### src/rtl/arca_ram.sv
`default_nettype none
// ----------------------------------------------------------------------------
// arca_ram: generic single-port RAM
// Each cycle the addressed word is read and, when wr_en is high, also written; read data registered.
// ----------------------------------------------------------------------------
module arca_ram #(
   parameter int unsigned WIDTH = 8,
   parameter int unsigned DEPTH = 64
) (
   input  wire logic                                        clock,
   input  wire logic                                        wr_en,
   input  wire logic [((DEPTH > 1) ? $clog2(DEPTH) : 1)-1:0] addr,
   input  wire logic [WIDTH-1:0]                            wr_data,
   output logic      [WIDTH-1:0]                            rd_data
);
   logic [WIDTH-1:0] mem [DEPTH];

   always_ff @(posedge clock) begin
      if (wr_en) begin
         mem[addr] <= wr_data;
      end
      rd_data <= mem[addr];
   end
endmodule : arca_ram
`default_nettype wire

### config.mk
export PLATFORM = sky130hd
export DESIGN_NAME = arca_ram
export DESIGN_NICKNAME = d
export VERILOG_FILES = /design/src/rtl/arca_ram.sv
export SDC_FILE = /design/constraint.sdc
export NUM_CORES = 1
export LEC_CHECK = 0
export BUFFER_PORTS_ARGS = -buffer_cell sky130_fd_sc_hd__buf_2
export CAP_MARGIN = 15
export CORE_UTILIZATION = 35
export CTS_BUF_LIST = sky130_fd_sc_hd__clkbuf_4 sky130_fd_sc_hd__clkbuf_8
export DETAILED_ROUTE_END_ITERATION = 8
export GPL_ROUTABILITY_DRIVEN = 0
export HOLD_SLACK_MARGIN = 0.05
export PLACE_DENSITY_LB_ADDON = 0.2
export SYNTH_ARGS = -nofsm -noshare
export SYNTH_HDL_FRONTEND = slang
export SYNTH_SLANG_ARGS = --single-unit
### constraint.sdc
create_clock -name clock -period 3.2 [get_ports clock]
set_input_delay 0.64 -clock clock [delete_from_list [all_inputs] [get_ports clock]]
set_output_delay 0.64 -clock clock [all_outputs]
set_load 0.05 [all_outputs]
-- Word level (Yosys, flattened, before mapping)
Memory sizes are Yosys's and may differ from the RTL's. A register that Yosys moved wholly into a read port is not among the register bits.
Index checks and enable logic that the tools add are counted.
- register bits: 0
- RAM bits: 512
- input bits: 16
- word-level logic and storage cells: 3
- memories: 1
- memory list (name ; words ; bits a word ; rd ports ; clocked after Yosys merged registers in ; write ports ; line ; RTL):
    mem ; 64 ; 8 ; 1 ; 1 ; 1 ; 16 ; logic [WIDTH-1:0] mem [DEPTH];
- muxes and demuxes: 2
- operators by type and width (kind ; number):
    $mux W1 ; 2

-- Depth between registers and ports, before layout
Gate-level depths: netlist of run 1.
- word-level depth: 2
- mapped depth: 10

-- Least setup slack after synthesis of run 1
OpenSTA, ideal clock, no wires.
- path type: input -> register
- from: input addr[1] (netlist bit)
- to: memory mem[13][0] (enable)
- library setup time: 0.370 ns
- data arrival time: 2.368 ns
- data required time: 2.830 ns
- setup slack: 0.461 ns
- stages on the path: 7
- buffers on the path: 4
- cell sequence: buf_6 buf_6 nor2b_1 clkbuf_1 clkbuf_1 nand3_1 nor2_1
- RTL lines (what ; line ; RTL):
    from (decl) ; 12 ; input wire logic [((DEPTH > 1) ? $clog2(DEPTH) : 1)-1:0] addr,
    to (decl) ; 16 ;
No word-level cell before the write port.

==> out/qor.yml, run 1 <==
status: "finished, final reports clean"
grt_pass1_vias: 12300
cts_sinks: 520
final_max_slew_viol_count: 0
cts_resized: 0
synth-compound-area-share_pct: 8.076
multi_input_area_sq_um: 4517
cp_data_required_time_ns: 3.75
portBuffers: 23
worstHoldStart: "wr_data[7]"
antenna_found_initial: 2
stdcell_area_sq_um: 24300
drtPass1Iterations: 6
nFillCells: 5249
critPathMaxStageDelay_ns: 0.48
power.leakage_uw: 0.008114
drive_above_1_share_pct: 26.48
grt_pass1_wl_um: 85830
path_cells: "buf_4 -> buf_12 -> buf_12 -> mux2_1 -> a221o_1 -> a22oi_1 -> o22ai_1 -> or4b_1"
dp_hpwl_um: 38490
fmax_mhz: 398.7
post-cts-setup-buffer-count: 0
slowest_stage: "or4b_1"
startpoint: "addr[1]"
rr_startpoint: "mem[4][7]"
via_per_inst: 5.375
core_sq_um: 57700
grt_max_degree: 65
synth_ff_type: "edfxtp_1"
syn_to_final_growth_pct: 18.85
cts_buffers: 86
ant_nets: 0
start_util_pct: 35.44
drc: 0
p_per_area_nw_per_um2: 591.0
wl_per_cell_um: 26.59
worst_pin_slew_ns: 1.048
critPathTopFamily: "compound AO/OA/AOI/OAI gates"
synth_xor_area_share_pct: 0
critPathCaptureType: "register"
cp.buffers_inverters: 3
finalSetupViolCount: 0
cp.arrival_ns: 3.06
worstPathMaxFanout: 25
cap_violations: 0
grt_usage_pct: 20.08
slew_headroom_pct: 30.08
ys_async_sr_fraction_pct: 0
crit_top_cell: "buf_12"
synthCells: 1171
cts.path.max_buffers: 3
synth-seq-cells: 520
io-pin-count: 24
irDropWorstVdd_uv: 285.3
wl_um: 58620
dp.cells: 2046
grt_overflow: 0
synth_nets: 1187
yosys_warnings: 0
synth-simple-area-share_pct: 5.715
final-hold-violation-count: 0
worstSetupStartpointType: "primary input"
holdBufCountCts: 0
worst_hold_path_type: "in -> reg"
insertion_delay_ns: 0.69
rsz0062_at_grt: "no"
synth_area_sq_um: 20450
cts-root-buf: "clkbuf_8"
die_y_um: 243.7
nets: 1386
clk_pin_slew_worst_paths_ns: 0.06
cts_tree: "yes"
layout.core_utilization_pct: 42.13
rows: 88
htreeDepth: 3
seqCellArea_sq_um: 15530
p_total_uw: 14360
synthAdderAreaFrac_pct: 0
synth_mux_area_share_pct: 8.260
post-route-min-period_ns: 2.508
die_area_sq_um: 59400
syn_avg_cell_area_sq_um: 17.46
synth_top_family_by_area: "multiplexers"
place_area_sq_um: 22580
ys_types: 56
dr_total_vias: 11850
skew_ns: 0.03411
die_w_um: 243.7
synth_edf_count: 512
drtIter0Drc: 1299
worstSetupPathType: "in -> reg"
final_cells: 2205
synth_seq_area_share_pct: 75.97
fin_crit_sh_pct: 78.38
==> kinds of logic (layout without fill, tap and decap cells) <==
logic type             after synthesis  in the layout
DFF                                520            520
and+or+nand+nor                    229            229
AOI/OAI and AO/OA                  222            222
muxes                              116            116
buffers and inverters               84            352
other                                0              1
==> cells in the final DEF (no fill, tap or decap), types with 12 or more instances in the layout <==
cell	instances
edfxtp_1	512
buf_4	156
clkbuf_8	92
nor2_1	80
mux2i_1	63
nand2_1	45
mux4_2	41
a22oi_1	40
a21oi_1	28
clkinv_1	26
clkbuf_4	26
nand2b_1	24
o22ai_1	22
a221oi_1	21
buf_2	20
a31oi_1	15
buf_12	14
nand3b_1	12
==> metal layers <==
layer / track usage [%] / vias to the layer above / share of wire (%)
met5: 0 / - / 0
met1: 27.10 / 6111 / 42
li1: - / 5169 / -
met4: 7.518 / 0 / 2.8
met2: 31.90 / 474 / 48
met3: 4.142 / 97 / 7.2
==> where the power goes <==
part	internal, uW	switching (uW)
Sequential	7540	26.6
Combinational	316	618
Clock	3190	2670
==> worst paths after layout <==
check,to,depth (start not counted),slack [ns]
min,mem[50][7],1,0.47
max reg2reg,rd_data[7],5,0.96
max,rd_data[5],8,0.69
min reg2reg,rd_data[4],4,0.78
==> state kept, by name, summed over array words and instances (netlist names) <==
| name | flops |
|---|---|
| mem | 512 |
| rd_data | 8 |
==> worst reg2reg max path: stages (launching register included) <==
cell and delay, ns:
edfxtp_1 0.36, mux2_1 0.30, mux4_2 0.46, o21ai_1 0.23, o2111ai_1 0.22, or4b_1 0.56
==> layout make-up <==
cell class / instances / area share [%]
inverter: 3 / 0.04633
sequential: 520 / 63.92
clock buffer: 118 / 6.013
multi-input combinational: 567 / 18.58
timing repair buffer: 192 / 6.476
antenna: 1 / 0.01030
clock inverter: 39 / 1.014
tap: 765 / 3.938
==> synthesized netlist by cell type, drive strengths merged, types with 10 or more instances <==
cell    instances  area (sq um)
a21oi          28         140.1
a221o          11         110.1
a221oi         21         183.9
a22o           10         87.58
a22oi          40         300.3
a31oi          15         93.84
and2           10         65.06
buf            45         259.0
clkbuf         36         135.1
edfxtp        512         15370
mux2           12         135.1
mux2i          63         630.6
mux4           41         923.4
nand2          45         168.9
nand2b         24         150.1
nand3b         12         90.09
nor2           82         307.8
o21ai          11         55.05
o22a           11         96.34
o22ai          22         137.6
==> per-stage QoR <==
stage | TNS [ns] | hold WS [ns] | setup slack [ns]
finish | 0 | 0.4683 | 0.6918
floorplan | 0 | 0.5627 | 0.4612
detailed placement | -0.01020 | 0.7736 | -0.009590
global placement | 0 | 0.7492 | 0.01231
global route | 0 | 0.4619 | 0.5800
CTS | 0 | 0.4221 | 0.7111
Power figures use the tool's default switching activity.
==> inputs of run 2 (changes only) <==
clock period = 2.3 ns   (was 3.2 ns; I/O delays follow)
==> out/qor.yml, run 2 (synthesis results as in run 1) <==
cts_sinks: 520
io-pin-count: 24
irDropWorstVdd_uv: 421.7
power.switching_uw: 4612
p_per_area_nw_per_um2: 781.2
core_sq_um: 57700
largestRegisters: "mem: 512 flops, rd_data: 8 flops"
die_w_um: 243.7
cp_data_required_time_ns: 2.84
worstPathMaxFanout: 1
cts_tree: "yes"
insertion_delay_ns: 0.67
worstSetupPathType: "reg -> reg"
fmax_mhz: 451.2
drive_above_1_share_pct: 34.41
worst_hold_path_type: "in -> reg"
via_per_inst: 5.319
drc: 0
syn_to_final_growth_pct: 26.08
final-hold-violation-count: 0
final_cell_mix: "edfxtp_1, buf_4, clkbuf_8"
grt_pass1_vias: 12350
layout.core_utilization_pct: 44.69
htreeDepth: 3
grt_max_degree: 65
top_register: "mem"
grt_usage_pct: 20.33
swShare_pct: 22.90
post-route-min-period_ns: 2.216
critPathMaxStageDelay_ns: 0.54
pwr-share-comb_pct: 7.1
rows: 88
cts-root-buf: "clkbuf_8"
worst_pin_slew_ns: 0.9679
die_y_um: 243.7
antenna_found_initial: 1
die_area_sq_um: 59400
timing.hold.ws_ns: 0.2956
rsz0062_at_grt: "no"
slew_headroom_pct: 35.47
critPathCaptureType: "register"
power.leakage_uw: 0.008675
pwr-share-clk_pct: 40.5
p_seq_share_pct: 52.3
grt_overflow: 0
path_cells: "mux2_1 -> mux4_2 -> o21ai_1 -> o2111ai_1 -> or4b_1"
dp_slack_ns: -0.3855
cp.arrival_ns: 2.76
status: "finished, final reports clean"
portBuffers: 23
drtPass1Iterations: 7
wl_um: 59030
drtIter0Drc: 1004
clk_pin_slew_worst_paths_ns: 0.06
nets: 1462
ant_nets: 0
start_util_pct: 35.44
cap_violations: 0
skew_ns: 0.01817
fin_ws_ns: 0.08380
layout_commonest_cell: "edfxtp_1"
worstSetupStartpointType: "register"
largest_register_ffs: 512
cts_buffers: 87
dr_total_vias: 12140
final_max_slew_viol_count: 0
dp_hpwl_um: 39200
p_int_uw: 15530
cts.path.max_buffers: 3
grt_pass1_wl_um: 86880
holdBufCountCts: 0
tns_ns: 0
fin_crit_sh_pct: 96.36
finalSetupViolCount: 0
wl_per_cell_um: 25.87
antenna_cells: 0
slowest_stage: "or4b_1"
## run 2: cell types whose count changed in the layout (fill, tap and decap cells not counted), moves of 24 or more
cell    before  now
buf_12      14   63
buf_4      156  183
nor2_1      80   31
nor2_2       2   27
nor2_4       0   24
## run 2: cell type report
type	count	area [sq um]
fill	5135	31910
sequential	520	15530
multi-input combinational	567	4791
timing repair buffer	267	2746
clock buffer	122	1516
tap	765	957.2
clock inverter	38	225.2
inverter	3	11.26
## run 2: metal layers
metal	wire, um	up-vias	GRT usage [%]
met5	8	-	0
met4	1459	2	6.783
met3	3816	91	4.252
met2	27490	404	31.75
met1	26260	6297	28.22
li1	-	5345	-
## run 2: critical path: cells and delay by family (launching register included)
| family | cells | cell delay, ns |
|---|---|---|
| multiplexers | 2 | 0.77 |
| AND/OR/NAND/NOR | 1 | 0.54 |
| AO/OA/AOI/OAI | 2 | 0.43 |
| flip-flops | 1 | 0.36 |
## run 2: repair_timing
| action | CTS | global route |
|---|---|---|
| gates resized for setup | 0 | 1 |
| endpoints found under the setup margin | 0 | 1 |
| setup buffers | 0 | 0 |
## run 2: per-stage QoR
step,total power (uW),std cells,cell area [sq um]
global placement,12170,2122,24040
finish,20140,2282,25780
detailed placement,12180,2122,24040
CTS,20360,2282,25780
global route,20820,2282,25780
floorplan,11380,1171,20720
## run 2: worst paths after layout
check	from	slack, ns	cells past startpoint	end
worst max-delay path	mem[2][7]	0.08	5	rd_data[7]
worst min-delay path	wr_data[3]	0.30	2	mem[53][3]
worst max register to register	mem[2][7]	0.08	5	rd_data[7]
worst min register to register	mem[37][3]	0.75	4	rd_data[3]
## run 2: power by group through the flow
stage,Combinational [uW],Sequential [uW],Clock (uW)
floorplan,595,10800,0
global placement,1430,10700,0
detailed placement,1450,10700,0
CTS,1450,10500,8370
global route,1530,10500,8750
finish,1440,10500,8160
==> inputs of run 3 (changes only) <==
RECOVER_POWER = 25   (was not set)
==> out/qor.yml, run 3 (synthesis results as in run 1) <==
status: "complete, but fails checks"
violations: "capacitance limit, slew limit"
final-hold-violation-count: 0
cts-root-buf: "clkbuf_8"
clk_pin_slew_worst_paths_ns: 0.06
cp.arrival_ns: 2.76
grt_pass1_wl_um: 86880
grt_max_degree: 65
via_per_inst: 5.329
grt_pass1_vias: 12350
cts_sinks: 520
cp_data_required_time_ns: 2.84
fin_crit_sh_pct: 96.51
cap_violations: 4
timing.hold.ws_ns: 0.2939
worst_hold_path_type: "in -> reg"
htreeDepth: 3
syn_to_final_growth_pct: 25.71
slew_headroom_pct: -7.870
cts_tree: "yes"
worstHoldStart: "wr_data[1]"
nets: 1462
largestRegisters: "mem: 512 flops, rd_data: 8 flops"
holdBufCountCts: 0
insertion_delay_ns: 0.67
fin_ws_ns: 0.08032
drtPass1Iterations: 5
wl_um: 59080
worst_pin_slew_ns: 1.618
layout_commonest_cell: "edfxtp_1"
top_register: "mem"
rsz0062_at_grt: "no"
skew_ns: 0.02001
die_area_sq_um: 59400
final_cell_mix: "edfxtp_1, buf_4, clkbuf_8"
finalSetupViolCount: 0
grt_overflow: 0
post-route-min-period_ns: 2.220
largest_register_ffs: 512
fmax_mhz: 450.5
start_util_pct: 35.44
grt_usage_pct: 20.33
drc: 0
final_max_slew_viol_count: 259
antenna_found_initial: 1
io-pin-count: 24
rr_startpoint: "mem[2][7]"
worstRegToRegCells: 5
post-cts-setup-buffer-count: 0
dr_total_vias: 12160
dp_slack_ns: -0.3855
worstSetupPathType: "reg -> reg"
portBuffers: 23
r2r_setup_slack_ns: 0.08
core_sq_um: 57700
ant_nets: 0
critPathCaptureType: "register"
die_y_um: 243.7
rr_endpoint: "rd_data[7]"
p_per_area_nw_per_um2: 783.7
wl_per_cell_um: 25.89
drive_above_1_share_pct: 34.41
dp_hpwl_um: 39200
antenna_cells: 0
cts_resized: 0
cts.path.max_buffers: 3
cts_buffers: 87
whs_path_depth: 1
irDropWorstVdd_uv: 421.4
die_w_um: 243.7
hold_end: "mem[53][1]"
rows: 88
worstSetupStartpointType: "register"
drtIter0Drc: 1050
worstPathMaxFanout: 1
power.leakage_uw: 0.008649
-- run 3: routing by layer --
layer / up-vias / share of wire [%] / GRT usage, %
met1: 6289 / 44 / 28.22
met4: 2 / 2.5 / 6.783
li1: 5347 / - / -
met2: 430 / 46 / 31.75
met3: 93 / 6.6 / 4.252
met5: - / 0.014 / 0
-- run 3: critical path, stage by stage, from the launching register on --
cell,delay (ns)
edfxtp_1,0.36
mux2_1,0.29
mux4_2,0.48
o21ai_1,0.26
o2111ai_1,0.17
or4b_1,0.54
-- run 3: layout make-up --
cell class	count	area, sq um
flip-flops and latches	520	15530
clock buffers	122	1516
well taps	765	957.2
multi-input cells	567	4791
clock inverters	38	225.2
repair buffers	267	2671
inverters	3	11.26
fillers	5143	31990
-- run 3: how the worst max path moves through the flow --
| stage | startpoint | to | slack, ns | cells past startpoint |
|---|---|---|---|---|
| finish | mem[2][7] | rd_data[7] | 0.08 | 5 |
| global route | mem[5][1] | rd_data[1] | 0.02 | 6 |
| CTS | mem[2][7] | rd_data[7] | 0.07 | 5 |
| detailed placement | addr[1] | rd_data[7] | -0.39 | 9 |
| global placement | addr[1] | rd_data[7] | -0.35 | 9 |
| floorplan | addr[1] | mem[62][0] | -0.08 | 7 |
-- run 3: through the flow --
step                      area, sq um  TNS [ns]  std cells  power [uW]  util (%)
final                           25710         0       2282       20150     44.56
after global routing            25710         0       2282       20810     44.56
after floorplan                 20720    -7.994       1171       11380         -
after global placement          24040    -37.83       2122       12170     41.66
after CTS                       25780         0       2282       20360     44.68
after detailed placement        24040    -40.30       2122       12180     41.66
-- run 3: where the power goes --
group	switching [uW]	total, uW	internal (uW)
combinational	881	1420	540
sequential	44.9	10500	10500
clock	3700	8180	4480
total	4620	20100	15500
